===== src/rtl/core/tcch_pkg.sv =====
// Shared types, constants and helper functions for the tilt-compensated compass heading block.
`timescale 1ns / 1ps
`default_nettype none

package tcch_pkg;

    localparam int ONE_Q14       = 16384;
    localparam int ATAN_ENTRIES  = 24;
    localparam int SQRT_BITS     = 15;
    localparam int SQRT_PER_CELL = 3;
    localparam int SQRT_CELLS    = SQRT_BITS / SQRT_PER_CELL;
    localparam int VEC_W         = 50;
    localparam int ANG_W         = 34;
    localparam int ROOT_W        = 30;
    localparam logic [15:0] HEADING_MAX = 16'd46079;
    localparam logic [15:0] SECTOR_Q7   = 16'd5760;
    localparam logic signed [ANG_W-1:0] DEG180_Q22 = ANG_W'(64'sd180 <<< 22);
    localparam logic signed [ANG_W-1:0] DEG360_Q22 = ANG_W'(64'sd360 <<< 22);

    // Sensor values that travel alongside the square-root cells.
    typedef struct packed {
        logic signed [15:0] sp;
        logic signed [15:0] sr;
        logic signed [15:0] mx;
        logic signed [15:0] my;
        logic signed [15:0] mz;
    } t_sens;

    // Remainder and partial root of the two cosine square roots.
    typedef struct packed {
        logic [ROOT_W-1:0] np;
        logic [ROOT_W-1:0] rp;
        logic [ROOT_W-1:0] nr;
        logic [ROOT_W-1:0] rr;
    } t_root;

    // Vector and angle state handed from one rotation cell to the next.
    typedef struct packed {
        logic                    zero;
        logic signed [VEC_W-1:0] x;
        logic signed [VEC_W-1:0] y;
        logic signed [ANG_W-1:0] z;
    } t_cvec;

    function automatic logic signed [15:0] clamp_unit(input logic signed [15:0] a);
        logic signed [15:0] res;
        res = a;
        if (a < -16'sd16384) res = -16'sd16384;
        if (a > 16'sd16384)  res = 16'sd16384;
        return res;
    endfunction

    // atan(2^-i) in degrees at scale 2^-22.
    function automatic logic signed [ANG_W-1:0] atan_q22(input int idx);
        logic signed [ANG_W-1:0] v;
        case (idx)
            0:  v = 34'sd188743680;
            1:  v = 34'sd111421900;
            2:  v = 34'sd58872272;
            3:  v = 34'sd29884485;
            4:  v = 34'sd15000234;
            5:  v = 34'sd7507429;
            6:  v = 34'sd3754631;
            7:  v = 34'sd1877430;
            8:  v = 34'sd938729;
            9:  v = 34'sd469366;
            10: v = 34'sd234683;
            11: v = 34'sd117342;
            12: v = 34'sd58671;
            13: v = 34'sd29335;
            14: v = 34'sd14668;
            15: v = 34'sd7334;
            16: v = 34'sd3667;
            17: v = 34'sd1833;
            18: v = 34'sd917;
            19: v = 34'sd458;
            20: v = 34'sd229;
            21: v = 34'sd115;
            22: v = 34'sd57;
            23: v = 34'sd29;
            default: v = '0;
        endcase
        return v;
    endfunction

endpackage

`default_nettype wire


===== src/rtl/core/tcch_cordic_cell.sv =====
// One vectoring rotation cell of the heading arctangent chain.
`timescale 1ns / 1ps
`default_nettype none

module tcch_cordic_cell #(
    parameter int IDX = 0
) (
    input  wire               i_clk,
    input  wire               i_rst_n,
    input  wire               i_en,
    input  wire               i_vld,
    input  tcch_pkg::t_cvec   i_vec,
    output logic              o_vld,
    output tcch_pkg::t_cvec   o_vec
);
    import tcch_pkg::*;

    logic  r_vld;
    t_cvec r_vec;
    t_cvec n_vec;
    logic signed [VEC_W-1:0] dx;
    logic signed [VEC_W-1:0] dy;

    always_comb begin
        dx    = i_vec.y >>> IDX;
        dy    = i_vec.x >>> IDX;
        n_vec = i_vec;
        if (i_vec.y >= 0) begin
            n_vec.x = i_vec.x + dx;
            n_vec.y = i_vec.y - dy;
            n_vec.z = i_vec.z + atan_q22(IDX);
        end else begin
            n_vec.x = i_vec.x - dx;
            n_vec.y = i_vec.y + dy;
            n_vec.z = i_vec.z - atan_q22(IDX);
        end
    end

    always_ff @(posedge i_clk) begin
        if (!i_rst_n) begin
            r_vld <= 1'b0;
        end else if (i_en) begin
            r_vld <= i_vld;
        end
        if (i_en) begin
            r_vec <= n_vec;
        end
    end

    assign o_vld = r_vld;
    assign o_vec = r_vec;

endmodule

`default_nettype wire


===== config.mk =====
export PLATFORM = sky130hd
export DESIGN_NAME = tcch_cordic_cell
export DESIGN_NICKNAME = d
export VERILOG_FILES = /design/src/rtl/core/tcch_pkg.sv /design/src/rtl/core/tcch_cordic_cell.sv
export SDC_FILE = /design/constraint.sdc
export NUM_CORES = 1
export LEC_CHECK = 0
export BUFFER_PORTS_ARGS = -buffer_cell sky130_fd_sc_hd__buf_4
export CAP_MARGIN = 20
export CORE_ASPECT_RATIO = 0.5
export CORE_MARGIN = 1
export CORE_UTILIZATION = 30
export CTS_BUF_LIST = sky130_fd_sc_hd__clkbuf_16
export DETAILED_ROUTE_END_ITERATION = 12
export PLACE_DENSITY_LB_ADDON = 0.15
export RECOVER_POWER = 50
export SLEW_MARGIN = 20
export SYNTH_ARGS = -nofsm -noshare
export SYNTH_HDL_FRONTEND = slang
export SYNTH_SLANG_ARGS = --single-unit

===== constraint.sdc =====
create_clock -name i_clk -period 10.6 [get_ports i_clk]
set_clock_uncertainty 0.2 [all_clocks]
set_input_delay 2.12 -clock i_clk [delete_from_list [all_inputs] [get_ports i_clk]]
set_output_delay 2.12 -clock i_clk [all_outputs]
set_load 0.01 [all_outputs]

# Word level (Yosys, flattened, before mapping)
# Cells that the tools add are included.
# word_totals
regBits,136
in_bits,139
output_inout_bits,136
# classes
addsub,5
n_lt_le_gt_ge,1
n_mux,1
# op_table
cell,count
2-to-1 mux 134 bit,1
subtractor 50 bit,2
adder 50 bit,1
"greater-or-equal comparator 50 x 1 -> 1 bit, second input constant",1
"adder 34 x 29 -> 34 bit, second input constant",1
"subtractor 34 x 29 -> 34 bit, second input constant",1

# Longest topological paths before layout
# Gate-level depths: netlist (run 1).
# logic_depth
ltp_word,2
depth_mapped,14
ltp_nobuf,13

# Worst setup path after synthesis (run 1)
# No wires, ideal clock.
# synth_path
kind,input to register
startpoint,input i_vec[83] in the netlist's numbering
endpoint,"register r_vec (netlist bit o_vec[30]), data pin"
setup_time_ns,0.265
arrival_time_ns,4.751
t_required_ns,10.135
slack_ns,5.384
cell_stages,12
n_path_buf,4
path_cell_list,clkbuf_1 clkbuf_1 buf_1 buf_1 xor2_1 ha_1 a21oi_1 o21bai_1 maj3_1 a21oi_1 o21ai_0 xor2_1
# synth_lines
item,line,text
from (decl),tcch_cordic_cell.sv:12,"input tcch_pkg::t_cvec i_vec,"
to (signal assigned),tcch_cordic_cell.sv:46,r_vec <= n_vec;
to (decl),tcch_cordic_cell.sv:19,t_cvec r_vec;

==> results of run 1 <==
-- kinds of logic (layout without fill, tap and decap cells) --
logic type / count (synthesis) / after routing / synth area share [%]
compound gates: 559 / 559 / 26.6
fa+ha+maj: 155 / 155 / 14.6
simple gates: 375 / 375 / 13.1
other cells: 0 / 1 / 0
flops: 135 / 135 / 30.2
buf+inv: 231 / 471 / 6.55
xor+xnor: 107 / 107 / 7.00
mux: 25 / 25 / 1.88
-- critical path, cell delays in order --
cell,delay (ps)
sky130_fd_sc_hd__clkbuf_1,340
sky130_fd_sc_hd__clkbuf_1,2480
sky130_fd_sc_hd__nand2_1,380
sky130_fd_sc_hd__a2111oi_0,960
sky130_fd_sc_hd__or3b_1,250
sky130_fd_sc_hd__xnor2_1,60
-- area by class of cell --
cell class / count / area share [%]
antenna: 1 / 0.0155
inverter: 155 / 3.60
timing repair buffer: 284 / 10.7
multi-input combinational: 1221 / 52.3
tap: 588 / 4.55
clock buffer: 17 / 2.63
sequential: 135 / 25.0
clock inverter: 15 / 1.18
-- layer usage --
| layer | vias to the layer above | share of wire [%] | routed length, um | global-route usage (%) |
|---|---|---|---|---|
| met2 | 514 | 43 | 21300 | 31.8 |
| met5 | - | 0 | 0 | 0 |
| met3 | 49 | 7.4 | 3660 | 3.96 |
| li1 | 6181 | - | - | - |
| met4 | 0 | 1.6 | 804 | 5.81 |
| met1 | 6232 | 48 | 23600 | 31.1 |
-- power groups by stage --
stage | Sequential [mW] | Combinational (mW) | Clock [mW]
floorplan | 0.773 | 0.440 | 0
CTS | 0.727 | 0.842 | 0.682
global placement | 0.737 | 0.843 | 0
detailed placement | 0.738 | 0.837 | 0
global route | 0.733 | 0.873 | 0.698
finish | 0.725 | 0.803 | 0.663
-- final timing paths --
check	to	slack (ps)	cells past startpoint
max	o_vec[130]	3910	6
min	o_vld	320	2
max reg2reg	o_vld	9810	2
min reg2reg	o_vld	320	2
-- flip-flops by register name, indices dropped and copies added, names as in the netlist --
signal,count
o_vec,134
o_vld,1
-- cells in the mapped netlist, types with 6 or more instances --
master	instances	area share [%]
sky130_fd_sc_hd__nand3_1	22	0.82
sky130_fd_sc_hd__a31oi_1	17	0.79
sky130_fd_sc_hd__a211oi_1	22	1.2
sky130_fd_sc_hd__and2_1	6	0.28
sky130_fd_sc_hd__xnor2_1	87	5.7
sky130_fd_sc_hd__a21o_1	43	2.4
sky130_fd_sc_hd__a211o_1	8	0.52
sky130_fd_sc_hd__xor2_1	20	1.3
sky130_fd_sc_hd__o22ai_1	6	0.28
sky130_fd_sc_hd__o2111ai_1	6	0.39
sky130_fd_sc_hd__nor4_1	13	0.61
sky130_fd_sc_hd__nor3_1	26	0.97
sky130_fd_sc_hd__mux2i_1	24	1.8
sky130_fd_sc_hd__ha_1	150	14
sky130_fd_sc_hd__o21ai_0	96	3.6
sky130_fd_sc_hd__or3_1	10	0.47
sky130_fd_sc_hd__o31ai_1	16	0.90
sky130_fd_sc_hd__nand2_1	93	2.6
sky130_fd_sc_hd__edfxtp_1	134	30
sky130_fd_sc_hd__nand2b_1	8	0.37
sky130_fd_sc_hd__o211ai_1	16	0.90
sky130_fd_sc_hd__a21oi_1	198	7.4
sky130_fd_sc_hd__or4_1	7	0.39
sky130_fd_sc_hd__nand4_1	18	0.84
sky130_fd_sc_hd__inv_1	154	4.3
sky130_fd_sc_hd__buf_1	22	0.62
sky130_fd_sc_hd__clkbuf_1	48	1.3
sky130_fd_sc_hd__nor2_1	133	3.7
sky130_fd_sc_hd__nor2b_1	20	0.93
sky130_fd_sc_hd__o21bai_1	42	2.4
sky130_fd_sc_hd__a221oi_1	6	0.39
sky130_fd_sc_hd__o21a_1	18	1.0
-- per-stage QoR --
step,worst slack [ps],cell area (um2),total power [mW],std cells
after floorplan,5380,13400,1.21,1587
after global placement,3980,16000,1.58,2383
after detailed placement,4100,16000,1.57,2383
after CTS,4580,16600,2.25,2415
after global routing,3680,16200,2.30,2415
final,3910,16200,2.19,2416
==> impl_metrics.tcl, run 1 <==
set metrics [dict create \
    clock_latency_of_the_later_clocked_register_in_the_worst_skew_pair_ps 460 \
    syn-num-nets 1879 \
    initial_utilization_pct 30.6 \
    cts_tree "built" \
    final-seq-area_um2 4040 \
    synth_seq_cells 135 \
    area.growth.synth_to_final_pct 20.8 \
    firstDrtPassIters 6 \
    floorplan.io_pins 275 \
    ir_drop_mv 0.123 \
    cts.clk_slew.worst_paths_ps 80 \
    comb_power_share_pct 36.6 \
    layout_common_cells "198 x sky130_fd_sc_hd__a21oi_1, 155 x sky130_fd_sc_hd__inv_1, 154 x sky130_fd_sc_hd__buf_4, 150 x sky130_fd_sc_hd__ha_1, 134 x sky130_fd_sc_hd__edfxtp_1" \
    synthesis.area_per_instance_um2 8.44 \
    grt_overflow_total 0 \
    finalHoldWorstSlack_ps 321 \
    drt.antenna.violating_nets 0 \
    slew_viol_final 141 \
    result_of_the_run "finished, violations left" \
    drt_iter0_markers 1130 \
    yosysWarnings 0 \
    rows 54 \
    final_hold_viol_count 0 \
    post_cts_resize_count 0 \
    critPathArrivalTime_ps 6680 \
    internal_power_mw 1.37 \
    final_util_pct 36.9 \
    worst-setup-path-type "in2reg" \
    grt_util_all_layers_pct 21.3 \
    net-switching-power_uw 820 \
    die_height_um 151 \
    hold_class "reg2reg" \
    fp.dieArea_um2 45500 \
    violated_checks "capacitance limit, slew limit" \
    cts_root_buf "sky130_fd_sc_hd__clkbuf_16" \
    final_common_cell "sky130_fd_sc_hd__a21oi_1" \
    post-route-drc-count 0 \
    number_of_vias_per_cell_after_detailed_routing 5.37 \
    worstPathRequired_ps 10590 \
    avgRoutedWirePerCell_um 20.4 \
    critPathLaunchType "input port" \
    count_of_mapped_cells_out_of_synthesis 1587 \
    flip_flop_cell_with_the_highest_count_after_synthesis "sky130_fd_sc_hd__edfxtp_1" \
    swShare_pct 37.4 \
    worst_pin_slew_ps 3870 \
    clock_tree.htree_level_count 4 \
    finalNetCount 2106 \
    grt_start_max_net_pins 72 \
    max_cap_viol_count 2 \
    syn_area_um2 13400 \
    clk_path_buf_depth 2 \
    timing.rr.start "o_vld" \
    setup-violations-final 0 \
    grt_pass1_vias 11900 \
    cts.sinks 135 \
    postCtsHoldBufs 0 \
    p_seq_share_pct 33.1 \
    die_width_um 301 \
    fin_crit_sh_pct 63.1 \
    cts_setup_buffers 0 \
    slew_headroom_pct -158 \
    maxClockFrequency_ghz 0.149 \
    dp.final_hpwl_um 38900 \
    ys_seq_area_share_pct 30.2 \
    io_buffer_count 274 \
    asyncSetResetFlopFracSynth_pct 0 \
    final_weighted_congestion_in_routability_driven_placement 0.944 \
    crit_path_start "i_vec[83]" \
    period_minus_slack_ps 6690 \
    p_clk_share_pct 30.3 \
    floorplan.core_area_um2 43800 \
    grt_pass1_wl_um 73900 \
    worst_setup_path_end_kind "flip-flop" \
    synth_cell_type_count 76 \
    finalWirelength_um 49400 \
    cellLeakagePower_nw 6.84 \
    fill_cells 4720 \
    pwr_density_cell_nw_per_um2 135 \
    cts_inserted_buffers 17 \
    grt_antenna_before_repair 0 \
    multi_input_area_um2 8470 \
    critical_path.max_fanout 68 \
    post_route_cells_drive_above_1_share_pct 12.4 \
    synth_enable_flop_cells 134 \
    grt_setup_unrepaired "no" \
    detailroute.via_count 13000 \
    min-delay-start "o_vld" \
    setup-tns-final_ps 0 \
]
No activity file was read; power rests on OpenSTA's default activity.
==> inputs of run 2 (changes only) <==
- clock period: 10.6 -> 5.8 ns (I/O delays scaled with it)
==> run 2 against run 1 <==
Compared with the run above:
- count of clock-buffer cells in the layout unchanged
- flip-flop and latch count unchanged
- the flow still finishes with violations (capacitance limit, slew limit)
- sequential share of layout area decreased by 0.10 points
- utilization increased by 0.15 points
- first-iteration DRC count increased by 16%
- worst setup slack got worse by 3400 ps
- sequential power increased by 82%
- via count increased by 0.32%
- die area unchanged
- worst hold slack improved by 9.1 ps
- non-clock buffer count increased by 16
- critical path depth increased by 8
==> impl_metrics.tcl, run 2 (synthesis results as in run 1) <==
set metrics [dict create \
    worst_setup_path_end_kind "flip-flop" \
    critical_path.max_fanout 9 \
    cts_setup_buffers 0 \
    final_weighted_congestion_in_routability_driven_placement 0.915 \
    final_critical_path_setup_slack_ps 461 \
    clock_tree.htree_level_count 4 \
    drt.antenna.violating_nets 0 \
    rows 54 \
    n_antenna_cell 0 \
    pwr_density_cell_nw_per_um2 243 \
    setup-tns-final_ps 0 \
    max_cap_viol_count 1 \
    grt_start_max_net_pins 74 \
    placement.setup.worst_slack_ps 272 \
    final_instance_area_um2 16200 \
    slew_headroom_pct -136 \
    grt_most_used_layer "met2" \
    post_route_cells_drive_above_1_share_pct 12.8 \
    worst-setup-path-type "in2reg" \
    grt.met2_usage_pct 32.5 \
    io_buffer_count 274 \
    grt_antenna_before_repair 0 \
    die_width_um 301 \
    cts.sinks 135 \
    worstPathRequired_ps 5790 \
    final-seq-area_um2 4040 \
    grt_util_all_layers_pct 21.4 \
    critPathLaunchType "input port" \
    regToRegEndpoint "o_vld" \
    setup.worst_path.end "o_vec[132]" \
    cts.clk_slew.worst_paths_ps 70 \
    final_common_cell "sky130_fd_sc_hd__a21oi_1" \
    grt_pass1_wl_um 74400 \
    layout_common_cells "198 x sky130_fd_sc_hd__a21oi_1, 163 x sky130_fd_sc_hd__buf_4, 155 x sky130_fd_sc_hd__inv_1, 150 x sky130_fd_sc_hd__ha_1, 134 x sky130_fd_sc_hd__edfxtp_1" \
    fin_crit_sh_pct 92.0 \
    placedInstanceArea_um2 16100 \
    post_cts_resize_count 0 \
    fill_cells 4728 \
    worst_pin_slew_ps 3540 \
    grt_setup_unrepaired "no" \
    result_of_the_run "finished, violations left" \
    grt_pass1_vias 12000 \
    avgRoutedWirePerCell_um 20.5 \
    floorplan.core_area_um2 43800 \
    grt_overflow_total 0 \
    timing.rr.start "o_vld" \
    finalWirelength_um 49700 \
    setup-violations-final 0 \
    fp.dieArea_um2 45500 \
    cts_tree "built" \
    drt_iter0_markers 1308 \
    final_hold_viol_count 0 \
    ir_drop_mv 0.223 \
    cellLeakagePower_nw 6.88 \
    postCtsHoldBufs 0 \
    slew_viol_final 64 \
    detailroute.via_count 13000 \
    dp.final_hpwl_um 39200 \
    clock_latency_of_the_later_clocked_register_in_the_worst_skew_pair_ps 450 \
    groute.layer.met3.usage_pct 3.26 \
    grt_util_met1_pct 31.9 \
    finalNetCount 2122 \
    initial_utilization_pct 30.6 \
    number_of_vias_per_cell_after_detailed_routing 5.35 \
    firstDrtPassIters 6 \
    floorplan.io_pins 275 \
    die_height_um 151 \
    period_minus_slack_ps 5340 \
    post_layout_nonfiller_instances 2431 \
    cts_root_buf "sky130_fd_sc_hd__clkbuf_16" \
    crit_path_start "i_vec[44]" \
    largest_reg_flops 134 \
    area.growth.synth_to_final_pct 21.3 \
    post-route-drc-count 0 \
    violated_checks "capacitance limit, slew limit" \
    cts_inserted_buffers 17 \
    multi_input_area_um2 8470 \
    critPathArrivalTime_ps 5330 \
    reg2regPathDepth 2 \
    hold_class "reg2reg" \
    maxClockFrequency_ghz 0.187 \
    clk_path_buf_depth 2 \
    worst-r2r-setup-slack_ps 5000 \
    placed_cells 2399 \
]
run 2: layer usage:
layer | vias to the layer above | share of wire [%]
met5 | - | 0
met4 | 0 | 0.87
met3 | 27 | 6.3
met2 | 486 | 44
met1 | 6279 | 49
li1 | 6226 | -
run 2: area by class of cell:
type | count | area share (%)
flip-flops and latches | 135 | 24.9
multi-input cells | 1221 | 52.1
clock buffers | 17 | 2.62
clock inverters | 15 | 1.02
repair buffers | 300 | 11.2
inverters | 155 | 3.58
well taps | 588 | 4.53
run 2: per-stage QoR:
stage / power, mW / util, % / hold WS, ps
floorplan: 2.22 / - / 338
global placement: 2.90 / 36.7 / 305
detailed placement: 2.89 / 36.7 / 313
CTS: 4.07 / 38.1 / 335
global route: 4.15 / 37.1 / 376
finish: 3.95 / 37.1 / 330
run 2: worst max-delay path, cell delays in order:
cell	delay, ps
sky130_fd_sc_hd__buf_4	90
sky130_fd_sc_hd__inv_1	40
sky130_fd_sc_hd__ha_1	490
sky130_fd_sc_hd__and4_1	430
sky130_fd_sc_hd__nand4_1	300
sky130_fd_sc_hd__a211oi_1	710
sky130_fd_sc_hd__o31ai_1	280
sky130_fd_sc_hd__a21oi_1	200
sky130_fd_sc_hd__buf_4	160
sky130_fd_sc_hd__a31oi_1	280
sky130_fd_sc_hd__o21bai_1	630
sky130_fd_sc_hd__a21oi_1	170
sky130_fd_sc_hd__a211oi_1	290
sky130_fd_sc_hd__xor2_1	100
run 2: power by group:
| group | internal (mW) | switching (mW) |
|---|---|---|
| Clock | 0.643 | 0.511 |
| Sequential | 1.27 | 0.0477 |
| Combinational | 0.544 | 0.928 |
run 2: worst min path at each step:
stage / slack (ps) / from / endpoint / depth (start not counted)
after detailed placement: 310 / o_vld / o_vld / 2
after global placement: 300 / o_vld / o_vld / 2
after CTS: 330 / o_vld / o_vld / 2
final: 330 / o_vld / o_vld / 2
after global routing: 380 / o_vld / o_vld / 2
after floorplan: 340 / o_vld / o_vld / 2
